===== src/rtl/mspwm_pkg.sv =====
// Shared types and constants for the multichannel soft PWM block.
// Used by mspwm_front, mspwm_engine and multichannel_soft_pwm; depends on nothing.
`timescale 1ns / 1ps
`default_nettype none

package mspwm_pkg;

    localparam int DATA_W = 8;

    // Most pin writes that one tick may produce.
    localparam int MAX_RESULTS = 8;
    localparam int NRES_W      = 4;

    // Command codes of an input word.
    localparam logic CMD_TICK = 1'b0;
    localparam logic CMD_SET  = 1'b1;

    // Configuration register indexes.
    localparam int               CFG_IDX_W      = 2;
    localparam logic [CFG_IDX_W-1:0] CFG_DUTY_MASK  = 2'd0;
    localparam logic [CFG_IDX_W-1:0] CFG_COUNT_STEP = 2'd1;

    localparam logic [DATA_W-1:0] MASK_RESET   = 8'hff;
    localparam logic [DATA_W-1:0] STEP_RESET   = 8'd1;
    localparam logic [DATA_W-1:0] PERIOD_RESET = 8'hff;

    // Input queue: two entries.
    localparam int              QCNT_W    = 2;
    localparam logic [QCNT_W-1:0] QCNT_FULL = 2'd2;

    typedef struct packed {
        logic              cmd;
        logic [DATA_W-1:0] pin;
        logic [DATA_W-1:0] duty;
    } t_in_item;

    typedef struct packed {
        logic [DATA_W-1:0] out_pin;
        logic              level;
        logic              last;
    } t_out_item;

    // Head of the input queue as seen by the engine.
    typedef struct packed {
        logic     valid;
        logic     is_set;
        t_in_item item;
    } t_head;

    typedef struct packed {
        logic [DATA_W-1:0] duty_mask;
        logic [DATA_W-1:0] count_step;
    } t_cfg;

    typedef enum logic [2:0] {
        ST_IDLE,
        ST_SET_SCAN,
        ST_TICK_HIGH,
        ST_TICK_LOW,
        ST_FLUSH
    } t_eng_state;

endpackage

`default_nettype wire


===== src/rtl/mspwm_front.sv =====
// Front end: accepts input words into a two-entry queue and classifies them.
// Depends on mspwm_pkg.
`timescale 1ns / 1ps
`default_nettype none

module mspwm_front (
    input  wire logic               i_clk,
    input  wire logic               i_rst_n,
    input  wire logic               i_in_valid,
    output logic                    o_in_stall,
    input  mspwm_pkg::t_in_item     i_in_data,
    input  wire logic               i_pop,
    output mspwm_pkg::t_head        o_head
);
    import mspwm_pkg::*;

    t_in_item          r_mem [2];
    logic              r_wr_ptr;
    logic              r_rd_ptr;
    logic [QCNT_W-1:0] r_count;
    logic              w_push;
    logic              w_pop;

    assign o_in_stall = (r_count == QCNT_FULL);
    assign w_push     = i_in_valid && !o_in_stall;
    assign w_pop      = i_pop && (r_count != '0);

    always_comb begin
        o_head.valid  = (r_count != '0);
        o_head.item   = r_mem[r_rd_ptr];
        o_head.is_set = (r_mem[r_rd_ptr].cmd == CMD_SET);
    end

    always_ff @(posedge i_clk) begin
        if (!i_rst_n) begin
            r_wr_ptr <= 1'b0;
            r_rd_ptr <= 1'b0;
            r_count  <= '0;
        end else begin
            if (w_push) begin
                r_wr_ptr <= !r_wr_ptr;
            end
            if (w_pop) begin
                r_rd_ptr <= !r_rd_ptr;
            end
            if (w_push && !w_pop) begin
                r_count <= r_count + QCNT_W'(1);
            end else if (w_pop && !w_push) begin
                r_count <= r_count - QCNT_W'(1);
            end
        end
    end

    always_ff @(posedge i_clk) begin
        if (w_push) begin
            r_mem[r_wr_ptr] <= i_in_data;
        end
    end

endmodule

`default_nettype wire


===== src/rtl/mspwm_engine.sv =====
// Back end: channel table, period counter and the per-channel scan sequencer,
// with the output register. Depends on mspwm_pkg.
`timescale 1ns / 1ps
`default_nettype none

module mspwm_engine #(
    parameter int CHANNELS = 8
) (
    input  wire logic                         i_clk,
    input  wire logic                         i_rst_n,
    input  mspwm_pkg::t_head                  i_head,
    output logic                              o_pop,
    input  mspwm_pkg::t_cfg                   i_cfg,
    output logic                              o_out_valid,
    input  wire logic                         i_out_stall,
    output mspwm_pkg::t_out_item              o_out_data,
    output logic                              o_busy,
    output logic [$clog2(CHANNELS+1)-1:0]     o_used
);
    import mspwm_pkg::*;

    localparam int CW = (CHANNELS > 1) ? $clog2(CHANNELS) : 1;
    localparam int UW = $clog2(CHANNELS + 1);

    t_eng_state        r_state;
    t_eng_state        n_state;
    logic [CW-1:0]     r_idx;
    logic [UW-1:0]     r_used;
    logic [DATA_W-1:0] r_period;
    logic [DATA_W-1:0] r_chan_pin     [CHANNELS];
    logic [DATA_W-1:0] r_chan_duty    [CHANNELS];
    logic [DATA_W-1:0] r_chan_latched [CHANNELS];
    logic [DATA_W-1:0] r_cmd_pin;
    logic [DATA_W-1:0] r_cmd_duty;
    logic              r_pend_valid;
    logic [DATA_W-1:0] r_pend_pin;
    logic              r_pend_level;
    logic [NRES_W-1:0] r_nres;
    logic              r_out_valid;
    t_out_item         r_out;

    logic [UW-1:0]     w_idx_ext;
    logic              w_at_used;
    logic              w_last_ch;
    logic              w_full;
    logic [DATA_W-1:0] w_cur_pin;
    logic [DATA_W-1:0] w_cur_latched;
    logic [DATA_W-1:0] w_masked;
    logic              w_match;
    logic              w_hit_high;
    logic              w_hit_low;
    logic              w_out_free;

    logic              w_ld_cmd;
    logic              w_tick_start;
    logic              w_idx_clr;
    logic              w_idx_inc;
    logic              w_bind;
    logic              w_update;
    logic              w_latch;
    logic              w_keep;
    logic              w_level;
    logic              w_push_mid;
    logic              w_push_last;
    logic              w_adv_period;

    assign w_idx_ext     = UW'(r_idx);
    assign w_at_used     = (w_idx_ext == r_used);
    assign w_last_ch     = ((w_idx_ext + UW'(1)) == r_used);
    assign w_full        = (r_used == UW'(CHANNELS));
    assign w_cur_pin     = r_chan_pin[r_idx];
    assign w_cur_latched = r_chan_latched[r_idx];
    assign w_masked      = r_chan_duty[r_idx] & i_cfg.duty_mask;
    assign w_match       = !w_at_used && (w_cur_pin == r_cmd_pin);
    assign w_hit_high    = (w_masked != '0);
    assign w_hit_low     = (w_cur_latched == r_period) && (w_cur_latched != i_cfg.duty_mask);
    assign w_out_free    = !r_out_valid || !i_out_stall;

    // Next state.
    always_comb begin
        n_state = r_state;
        unique case (r_state)
            ST_IDLE: begin
                if (i_head.valid) begin
                    if (i_head.is_set) begin
                        n_state = ST_SET_SCAN;
                    end else if (r_used == '0) begin
                        n_state = ST_FLUSH;
                    end else if (r_period == '0) begin
                        n_state = ST_TICK_HIGH;
                    end else begin
                        n_state = ST_TICK_LOW;
                    end
                end
            end
            ST_SET_SCAN: begin
                if (w_at_used || w_match || (w_last_ch && w_full)) begin
                    n_state = ST_IDLE;
                end
            end
            ST_TICK_HIGH: begin
                if (w_out_free && w_last_ch) begin
                    n_state = ST_TICK_LOW;
                end
            end
            ST_TICK_LOW: begin
                if (w_out_free && w_last_ch) begin
                    n_state = ST_FLUSH;
                end
            end
            ST_FLUSH: begin
                if (w_out_free) begin
                    n_state = ST_IDLE;
                end
            end
            default: n_state = ST_IDLE;
        endcase
    end

    // Control outputs per state.
    always_comb begin
        o_pop        = 1'b0;
        w_ld_cmd     = 1'b0;
        w_tick_start = 1'b0;
        w_idx_clr    = 1'b0;
        w_idx_inc    = 1'b0;
        w_bind       = 1'b0;
        w_update     = 1'b0;
        w_latch      = 1'b0;
        w_keep       = 1'b0;
        w_level      = 1'b0;
        w_push_mid   = 1'b0;
        w_push_last  = 1'b0;
        w_adv_period = 1'b0;
        unique case (r_state)
            ST_IDLE: begin
                if (i_head.valid) begin
                    o_pop        = 1'b1;
                    w_ld_cmd     = 1'b1;
                    w_idx_clr    = 1'b1;
                    w_tick_start = !i_head.is_set;
                end
            end
            ST_SET_SCAN: begin
                if (w_at_used) begin
                    w_bind = !w_full;
                end else if (w_match) begin
                    w_update = 1'b1;
                end else begin
                    w_idx_inc = 1'b1;
                end
            end
            ST_TICK_HIGH: begin
                if (w_out_free) begin
                    w_latch    = 1'b1;
                    w_level    = 1'b1;
                    w_keep     = w_hit_high && (r_nres != NRES_W'(MAX_RESULTS));
                    w_push_mid = w_keep && r_pend_valid;
                    w_idx_clr  = w_last_ch;
                    w_idx_inc  = !w_last_ch;
                end
            end
            ST_TICK_LOW: begin
                if (w_out_free) begin
                    w_keep     = w_hit_low && (r_nres != NRES_W'(MAX_RESULTS));
                    w_push_mid = w_keep && r_pend_valid;
                    w_idx_inc  = !w_last_ch;
                end
            end
            ST_FLUSH: begin
                if (w_out_free) begin
                    w_push_last  = r_pend_valid;
                    w_adv_period = 1'b1;
                end
            end
            default: begin
                o_pop = 1'b0;
            end
        endcase
    end

    // Control state.
    always_ff @(posedge i_clk) begin
        if (!i_rst_n) begin
            r_state      <= ST_IDLE;
            r_idx        <= '0;
            r_used       <= '0;
            r_period     <= PERIOD_RESET;
            r_pend_valid <= 1'b0;
            r_nres       <= '0;
            r_out_valid  <= 1'b0;
            for (int i = 0; i < CHANNELS; i++) begin
                r_chan_latched[i] <= '0;
            end
        end else begin
            r_state <= n_state;
            if (w_idx_clr) begin
                r_idx <= '0;
            end else if (w_idx_inc) begin
                r_idx <= r_idx + CW'(1);
            end
            if (w_bind) begin
                r_used <= r_used + UW'(1);
            end
            if (w_adv_period) begin
                r_period <= r_period + i_cfg.count_step;
            end
            if (w_latch) begin
                r_chan_latched[r_idx] <= w_masked;
            end
            if (w_tick_start) begin
                r_pend_valid <= 1'b0;
                r_nres       <= '0;
            end else if (w_keep) begin
                r_pend_valid <= 1'b1;
                r_nres       <= r_nres + NRES_W'(1);
            end else if (w_push_last) begin
                r_pend_valid <= 1'b0;
            end
            if (w_out_free) begin
                r_out_valid <= w_push_mid || w_push_last;
            end
        end
    end

    // Payload registers.
    always_ff @(posedge i_clk) begin
        if (w_ld_cmd) begin
            r_cmd_pin  <= i_head.item.pin;
            r_cmd_duty <= i_head.item.duty;
        end
        if (w_bind) begin
            r_chan_pin[r_idx]  <= r_cmd_pin;
            r_chan_duty[r_idx] <= r_cmd_duty;
        end else if (w_update) begin
            r_chan_duty[r_idx] <= r_cmd_duty;
        end
        if (w_keep) begin
            r_pend_pin   <= w_cur_pin;
            r_pend_level <= w_level;
        end
        if (w_out_free) begin
            r_out.out_pin <= r_pend_pin;
            r_out.level   <= r_pend_level;
            r_out.last    <= w_push_last;
        end
    end

    assign o_out_valid = r_out_valid;
    assign o_out_data  = r_out;
    assign o_busy      = (r_state != ST_IDLE);
    assign o_used      = r_used;

endmodule

`default_nettype wire


===== src/rtl/multichannel_soft_pwm.sv =====
// Top level of the multichannel soft PWM block: configuration registers and
// the connection of mspwm_front and mspwm_engine. Depends on mspwm_pkg.
`timescale 1ns / 1ps
`default_nettype none

// Multichannel soft PWM generator. Input words either bind a pin to a PWM
// channel and set its duty (cmd set) or advance the 8-bit period counter by
// one step (cmd tick). Each tick produces zero to eight pin-write words on the
// output channel: at counter zero every channel in use latches its masked duty
// and writes its pin high when that is nonzero; then every channel whose
// latched duty equals the counter (and differs from the duty mask) writes its
// pin low. The last word of a tick carries last = 1; a tick with nothing to
// write produces no word. Input words go into a two-entry queue, so the
// sender sees stall only when both entries are taken. The engine behind the
// queue takes one word at a time and walks the channel table one channel per
// cycle, except that a tick pauses while the output is stalled: a set scans
// until it finds its pin, a free channel or the end of a full table; a tick
// walks the channels in use once, or twice when the counter is zero and the
// high pass runs too. The output register holds a finished word while the
// receiver stalls, and the tick scan pauses for as long as that register holds
// a word the receiver has not taken yet. Configuration writes are always taken
// (ready stays high); register 0 is the duty mask, register 1 the counter step,
// and writes to other indexes are dropped. They are meant to happen while the
// block is idle.

module multichannel_soft_pwm #(
    parameter int CHANNELS = 8
) (
    input  wire logic                          i_clk,
    input  wire logic                          i_rst_n,
    input  wire logic                          i_in_valid,
    output logic                               o_in_stall,
    input  mspwm_pkg::t_in_item                i_in_data,
    output logic                               o_out_valid,
    input  wire logic                          i_out_stall,
    output mspwm_pkg::t_out_item               o_out_data,
    input  wire logic                          i_cfg_valid,
    output logic                               o_cfg_ready,
    input  wire logic [mspwm_pkg::CFG_IDX_W-1:0] i_cfg_index,
    input  wire logic [mspwm_pkg::DATA_W-1:0]  i_cfg_data
);
    import mspwm_pkg::*;

    localparam int UW = $clog2(CHANNELS + 1);

    t_cfg          r_cfg;
    t_head         w_head;
    logic          w_pop;
    logic          w_busy;
    logic [UW-1:0] w_used;

    // The register file never pushes back.
    assign o_cfg_ready = 1'b1;

    always_ff @(posedge i_clk) begin
        if (!i_rst_n) begin
            r_cfg.duty_mask  <= MASK_RESET;
            r_cfg.count_step <= STEP_RESET;
        end else if (i_cfg_valid && o_cfg_ready) begin
            unique case (i_cfg_index)
                CFG_DUTY_MASK:  r_cfg.duty_mask  <= i_cfg_data;
                CFG_COUNT_STEP: r_cfg.count_step <= i_cfg_data;
                default: begin
                    // Indexes beyond the register list are ignored.
                    r_cfg <= r_cfg;
                end
            endcase
        end
    end

    // Front end: the queue that decouples the sender from the channel scan.
    mspwm_front u_front (
        .i_clk      (i_clk),
        .i_rst_n    (i_rst_n),
        .i_in_valid (i_in_valid),
        .o_in_stall (o_in_stall),
        .i_in_data  (i_in_data),
        .i_pop      (w_pop),
        .o_head     (w_head)
    );

    // Back end: channel table, period counter and output register.
    mspwm_engine #(
        .CHANNELS (CHANNELS)
    ) u_engine (
        .i_clk       (i_clk),
        .i_rst_n     (i_rst_n),
        .i_head      (w_head),
        .o_pop       (w_pop),
        .i_cfg       (r_cfg),
        .o_out_valid (o_out_valid),
        .i_out_stall (i_out_stall),
        .o_out_data  (o_out_data),
        .o_busy      (w_busy),
        .o_used      (w_used)
    );

    // The number of channels in use never exceeds the table size.
    a_used_bound : assert property (@(posedge i_clk) disable iff (!i_rst_n)
        w_used <= UW'(CHANNELS))
        else $error("channel use count beyond table size");

    // Channels are never released, so the use count never drops.
    a_used_monotonic : assert property (@(posedge i_clk) disable iff (!i_rst_n)
        $past(i_rst_n) |-> w_used >= $past(w_used))
        else $error("channel use count decreased");

    // A new output word only appears while the engine works on a tick.
    a_out_from_busy : assert property (@(posedge i_clk) disable iff (!i_rst_n)
        $rose(o_out_valid) |-> $past(w_busy))
        else $error("output word while engine idle");

endmodule

`default_nettype wire


===== config.mk =====
export PLATFORM = sky130hd
export DESIGN_NAME = multichannel_soft_pwm
export DESIGN_NICKNAME = d
export VERILOG_FILES = /design/src/rtl/mspwm_pkg.sv /design/src/rtl/mspwm_front.sv /design/src/rtl/mspwm_engine.sv /design/src/rtl/multichannel_soft_pwm.sv
export SDC_FILE = /design/constraint.sdc
export NUM_CORES = 1
export LEC_CHECK = 0
export BUFFER_PORTS_ARGS = -buffer_cell sky130_fd_sc_hd__clkbuf_2
export CORE_UTILIZATION = 45
export DETAILED_ROUTE_END_ITERATION = 6
export PLACE_DENSITY_LB_ADDON = 0.1
export SLEW_MARGIN = 25
export SYNTH_ARGS = -nofsm -noshare
export SYNTH_HDL_FRONTEND = slang
export SYNTH_SLANG_ARGS = --single-unit

===== constraint.sdc =====
create_clock -name i_clk -period 9 [get_ports i_clk]
set_input_delay 0.45 -clock i_clk [delete_from_list [all_inputs] [get_ports i_clk]]
set_output_delay 0.45 -clock i_clk [all_outputs]
set_load 0.005 [all_outputs]

# ---- After elaboration in Yosys (flattened, before gate mapping)
# Memories as Yosys holds them, arrays and structs flattened. A register that Yosys moved wholly into a read port is not among the register bits.
# Cells that the tools add are included.
dict set report word_totals {
  regBits 79
  ramBits 226
  output_inout_bits 13
  memories 4
}
# memory depth word_bits rd rd_clocked_by_memory_dff wr line
set mem_list {}
lappend mem_list {u_engine.r_chan_duty 8 8 1 1 1 mspwm_engine.sv:31} ;# logic [DATA_W-1:0] r_chan_duty [CHANNELS];
lappend mem_list {u_engine.r_chan_latched 8 8 1 1 8 mspwm_engine.sv:32} ;# logic [DATA_W-1:0] r_chan_latched [CHANNELS];
lappend mem_list {u_engine.r_chan_pin 8 8 1 1 1 mspwm_engine.sv:30} ;# logic [DATA_W-1:0] r_chan_pin [CHANNELS];
lappend mem_list {u_front.r_mem 2 17 1 1 1 mspwm_front.sv:17} ;# t_in_item r_mem [2];
dict set report classes {
  add_sub_neg 7
  eq_ne 18
  n_mux 62
  n_bitwise 3
  reduce_logical 42
}
# operator n
set op_table {}
lappend op_table {{$mux W3} 14}
lappend op_table {{$mux W1} 39}
lappend op_table {{$eq A8 B8 Y1} 2}
lappend op_table {{$mux W8} 2}
lappend op_table {{$pmux W3 S5} 1}
lappend op_table {{$logic_and A1 B1 Y1} 12}
lappend op_table {{$logic_not A1 Y1} 11}
lappend op_table {{$ne A2 B1 Y1 const B} 5}
lappend op_table {{$add A4 B1 Y4 const B} 2}
lappend op_table {{$add A8 B8 Y8} 1}
lappend op_table {{$and A8 B8 Y8} 1}
lappend op_table {{$logic_not A8 Y1} 1}
lappend op_table {{$ne A8 B8 Y1} 1}
lappend op_table {{$pmux W1 S2} 4}
lappend op_table {{$reduce_bool A8 Y1} 1}
lappend op_table {{$reduce_or A8 Y1} 1}
lappend op_table {{$eq A3 B2 Y1 const B} 2}
lappend op_table {{$reduce_bool A2 Y1} 3}
lappend op_table {{$reduce_or A2 Y1} 3}
lappend op_table {{$reduce_and A5 Y1} 1}
lappend op_table {{$add A3 B1 Y4 const B} 1}
lappend op_table {{$eq A3 B4 Y1} 1}
lappend op_table {{$eq A4 B4 Y1} 1}
lappend op_table {{$eq A4 B4 Y1 const B} 1}
lappend op_table {{other kinds (16)} 21}

# ---- Depth between registers and ports, before layout
dict set report logic_depth {
  word_depth 10
  mapped_depth 12
}

# ---- Cells and area by module
# From an unflattened synthesis, not the netlist that was laid out.
dict set report unflattened {
  cells_unflattened 831
  hier_area_um2 12897.4
}
# mod instances cells_each area_per_inst_um2
set modules_own_cells {}
lappend modules_own_cells {mspwm_engine 1 682 10731.5}
lappend modules_own_cells {mspwm_front 1 79 1468.9}
lappend modules_own_cells {multichannel_soft_pwm 1 70 696.9}

# ---- Least setup slack after synthesis
# Ideal clock, no wire load.
dict set report synth_path {
  path_kind {register -> register}
  start {register (tool-made name)}
  end {memory u_engine.r_chan_duty[0][0], enable pin}
  setup_time_ns 0.395
  arrival_ns 3.140
  required_ns 8.605
  slack_ns 5.466
  stages_incl_launch_ff 12
  path_buffers 3
  synth_period_minus_slack_ns 3.534
  path_cell_list {dfxtp_1 > buf_6 > buf_12 > buf_4 > mux4_2 > mux2_2 > xor2_1 > nor4_1 > nand2_1 > nand2_1 > nand2_1 > nor4_1}
}
# item line
set synth_rtl {}
lappend synth_rtl {{to (decl)} mspwm_engine.sv:31}

==> reports/summary.txt <==
status -> completed
Die Ht -> 170 um
Mapped Area -> 0.0128 mm2
Comb power frac -> 13.8%
Reg2Reg Setup Slack -> 4.99 ns
area delta synth->final -> 13.2%
CP Capture Point -> u_engine.r_chan_duty[7][7]$_DFFE_PP_
RSZ-0062 raised after global routing -> no
Post-DRT Antenna Nets -> 0
reg2reg path depth -> 8
Int Pwr -> 2.83 mW
Worst R2R End -> u_engine.r_chan_duty[7][7]$_DFFE_PP_
vias in the first global route -> 7204
Avg Inst Size Synth -> 15.5 um2
power per cell area -> 268 mW/mm2
first-pass GRT wire length -> 42300 um
Worst Path Max Fanout -> 24
H-tree depth -> 2
Max Slew Vio Count -> 0
leakage power -> 5.07 nW
Final Wtd Congestion -> 0.860
ys async rst share -> 0%
crit path time final -> 4.01 ns
CTS clk-pin slew, worst paths -> 0.06 ns
Synth Register Bits -> 309
post-synthesis sequential area ratio -> 68.9%
Max Fclk -> 0.249 GHz
Netlist cell types -> 55
clock share of power -> 36.0%
Seq pwr share -> 50.1%
Worst EP arrival -> 4.16 ns
Max rail drop VDD -> 0.182 mV
Worst Tran Pin Value -> 1.08 ns
grt total ovfl -> 0
Cells on Worst Hold Path -> 1
CTS tree -> done
detailed placement HPWL -> 18800 um
Critical Path End Type -> flop
Hold WC Path Type -> input port to flop
Cells after Synth -> 822
initial antenna violation count -> 0
Setup CP Type -> flop to flop
post-CTS sizing -> 0
port bufs -> 43
P_sw -> 1.04 mW
Layout Nets -> 918
CP required -> 9.15 ns
total track usage -> 19.9%
yosys warns -> 0
ys flop type -> edfxtp_1
CTS Buf Count -> 34
switching share of total power -> 27.0%
fin util -> 51.9%
I/O pins -> 45
final setup TNS -> 0 ns
routed wire length -> 27600 um
wire per inst -> 21.6 um
Worst-Skew Late Latency -> 0.52 ns
Die Footprint -> 0.0290 mm2
Syn Nets -> 868
CTS Hold Bufs -> 0
vias -> 7043
Fillers -> 2321
critical path startpoint category -> flop
Post-synth EDFFs -> 261
Vias/cell -> 5.52
Worst Skew -> 0.0192 ns
Slew HR -> 27.5%
First DRT Iteration DRCs -> 501
Hold Violations, Final -> 0
core area -> 0.0279 mm2
# Post-CTS Setup Buffers -> 0
largest net degree at the start of global routing -> 34
row count -> 61
clk buf depth -> 3
Tcrit/Tclk final -> 44.6%
MaxCap Viol Count -> 0
Starting Density -> 45.8%
Register Area -> 0.00880 mm2
DIE WIDTH -> 170 um
area of the multi-input gates -> 0.00370 mm2
CTS sink cnt -> 309
# setup viols final -> 0
# diodes -> 0
clk root buf -> clkbuf_16
iteration count of the initial detailed-routing pass -> 5
# DRC -> 0
fraction of layout cells with a size suffix above 1 -> 19.3%
==> stage by stage <==
stage,cells,power (mW),hold WS [ns],setup WS (ns),cell area [um2]
2_1_floorplan,822,2.30,0.400,5.47,12800
3_3_place_gp,1214,2.49,0.404,4.93,13300
3_5_place_dp,1214,2.51,0.407,4.94,13300
4_1_cts,1276,3.90,0.0992,4.93,14400
5_1_grt,1276,4.04,0.0977,4.70,14400
6_report,1276,3.88,0.115,4.99,14400
==> routing by layer <==
layer | vias to the layer above | global-route usage (%) | part of all wire, %
li1 | 3212 | - | -
met5 | - | 0 | 0
met2 | 187 | 32.3 | 48
met1 | 3598 | 27.0 | 44
met4 | 0 | 5.60 | 1.8
met3 | 46 | 4.28 | 5.5
==> critical path, cell delays in order (launching register included) <==
cell and delay, ns:
dfxtp_1 0.89, buf_4 0.46, mux2_2 0.40, xor2_1 0.15
nor4_1 0.42, nand2_1 0.26, nand2_1 0.12, nand2_1 0.20
nor2_1 0.73
==> Yosys cell counts (6+ instances only) <==
| library cell | count | area share, % |
|---|---|---|
| nand3_1 | 17 | 0.67 |
| edfxtp_1 | 261 | 61 |
| xor2_1 | 28 | 1.9 |
| dfxtp_1 | 48 | 7.5 |
| o21ai_0 | 11 | 0.43 |
| a21oi_1 | 13 | 0.51 |
| ha_1 | 13 | 1.3 |
| mux2i_1 | 23 | 1.8 |
| buf_2 | 11 | 0.43 |
| nand2_1 | 57 | 1.7 |
| or3_1 | 6 | 0.29 |
| xnor2_1 | 12 | 0.82 |
| nor2_1 | 110 | 3.2 |
| inv_1 | 20 | 0.59 |
| clkbuf_1 | 18 | 0.53 |
| nand3b_1 | 6 | 0.35 |
| nand2b_1 | 7 | 0.34 |
| mux2_2 | 36 | 3.2 |
| mux4_1 | 15 | 3.1 |
| mux4_2 | 27 | 4.8 |
| nand4_1 | 10 | 0.49 |
| o211ai_1 | 9 | 0.53 |
==> cells by family after synthesis <==
group           count (synthesis)  share of synthesized area (%)
xor+xnor                       40                           2.74
compound gates                 53                           2.89
mux                           103                           13.0
buf+inv                        56                           2.13
flops                         309                           68.9
simple gates                  246                           8.84
fa+ha+maj                      14                           1.43
other cells                     1                         0.0294
==> worst min-delay path by stage <==
| stage | endpoint | startpoint |
|---|---|---|
| after floorplan | u_engine.o_out_data[1]$_DFFE_PN_ | u_engine.r_pend_level$_DFFE_PP_ |
| after global placement | u_engine.o_out_data[6]$_DFFE_PN_ | u_engine.r_pend_pin[4]$_DFFE_PP_ |
| after detailed placement | u_engine.o_out_data[1]$_DFFE_PN_ | u_engine.r_pend_level$_DFFE_PP_ |
| after CTS | u_front.r_mem[0][5]$_DFFE_PP_ | i_in_data[5] |
| after global routing | u_front.r_mem[0][5]$_DFFE_PP_ | i_in_data[5] |
| final | u_front.r_mem[0][5]$_DFFE_PP_ | i_in_data[5] |
==> area by class of cell <==
class | count | area share [%]
Clock inverter | 16 | 1.32
Sequential cell | 309 | 60.9
Clock buffer | 46 | 6.56
Multi-Input combinational cell | 457 | 25.6
Timing Repair Buffer | 49 | 1.80
Inverter | 21 | 0.546
Tap cell | 378 | 3.27
==> cells in the final DEF, fill, tap and decap left out, types with 4 or more instances in the layout <==
cell,netlist,routed
a21oi_1,13,13
and2_1,5,5
buf_4,2,6
clkbuf_1,18,8
clkbuf_16,0,35
clkbuf_2,0,43
clkinv_2,0,5
dfxtp_1,48,46
edfxtp_1,261,261
ha_1,13,13
inv_1,20,20
mux2_2,36,36
mux2i_1,23,23
mux4_1,15,15
mux4_2,27,27
nand2_1,57,57
nand2b_1,7,7
nand3_1,17,17
nand3b_1,6,6
nand4_1,10,10
nor2_1,110,110
nor2b_1,5,5
nor4_1,5,5
o211ai_1,9,9
o21ai_0,11,11
or3_1,6,6
or4_1,4,4
xnor2_1,12,12
xor2_1,28,28
==> state kept, by name, summed over array words and instances (netlist names), 2 cells and up, named ones only <==
register / flops
u_engine.r_chan_duty: 64
u_engine.r_chan_pin: 64
u_front.r_mem: 34
u_engine.r_period: 8
u_engine.o_out_data: 10
u_engine.r_pend_pin: 8
u_engine.r_cmd_duty: 8
u_engine.r_cmd_pin: 8
u_engine.r_nres: 4
u_front.r_count: 2
r_cfg: 16
u_engine.r_chan_latched: 64
u_engine.r_idx: 3
u_engine.o_used: 4
u_engine.r_state: 3
==> power by group through the flow <==
stage	clock [mW]	combinational, mW	sequential, mW
floorplan	0	0.419	1.88
global placement	0	0.528	1.96
detailed placement	0	0.539	1.97
CTS	1.42	0.543	1.94
global route	1.47	0.602	1.96
finish	1.40	0.537	1.94
Note: power is estimated with default switching activity, not from simulation.
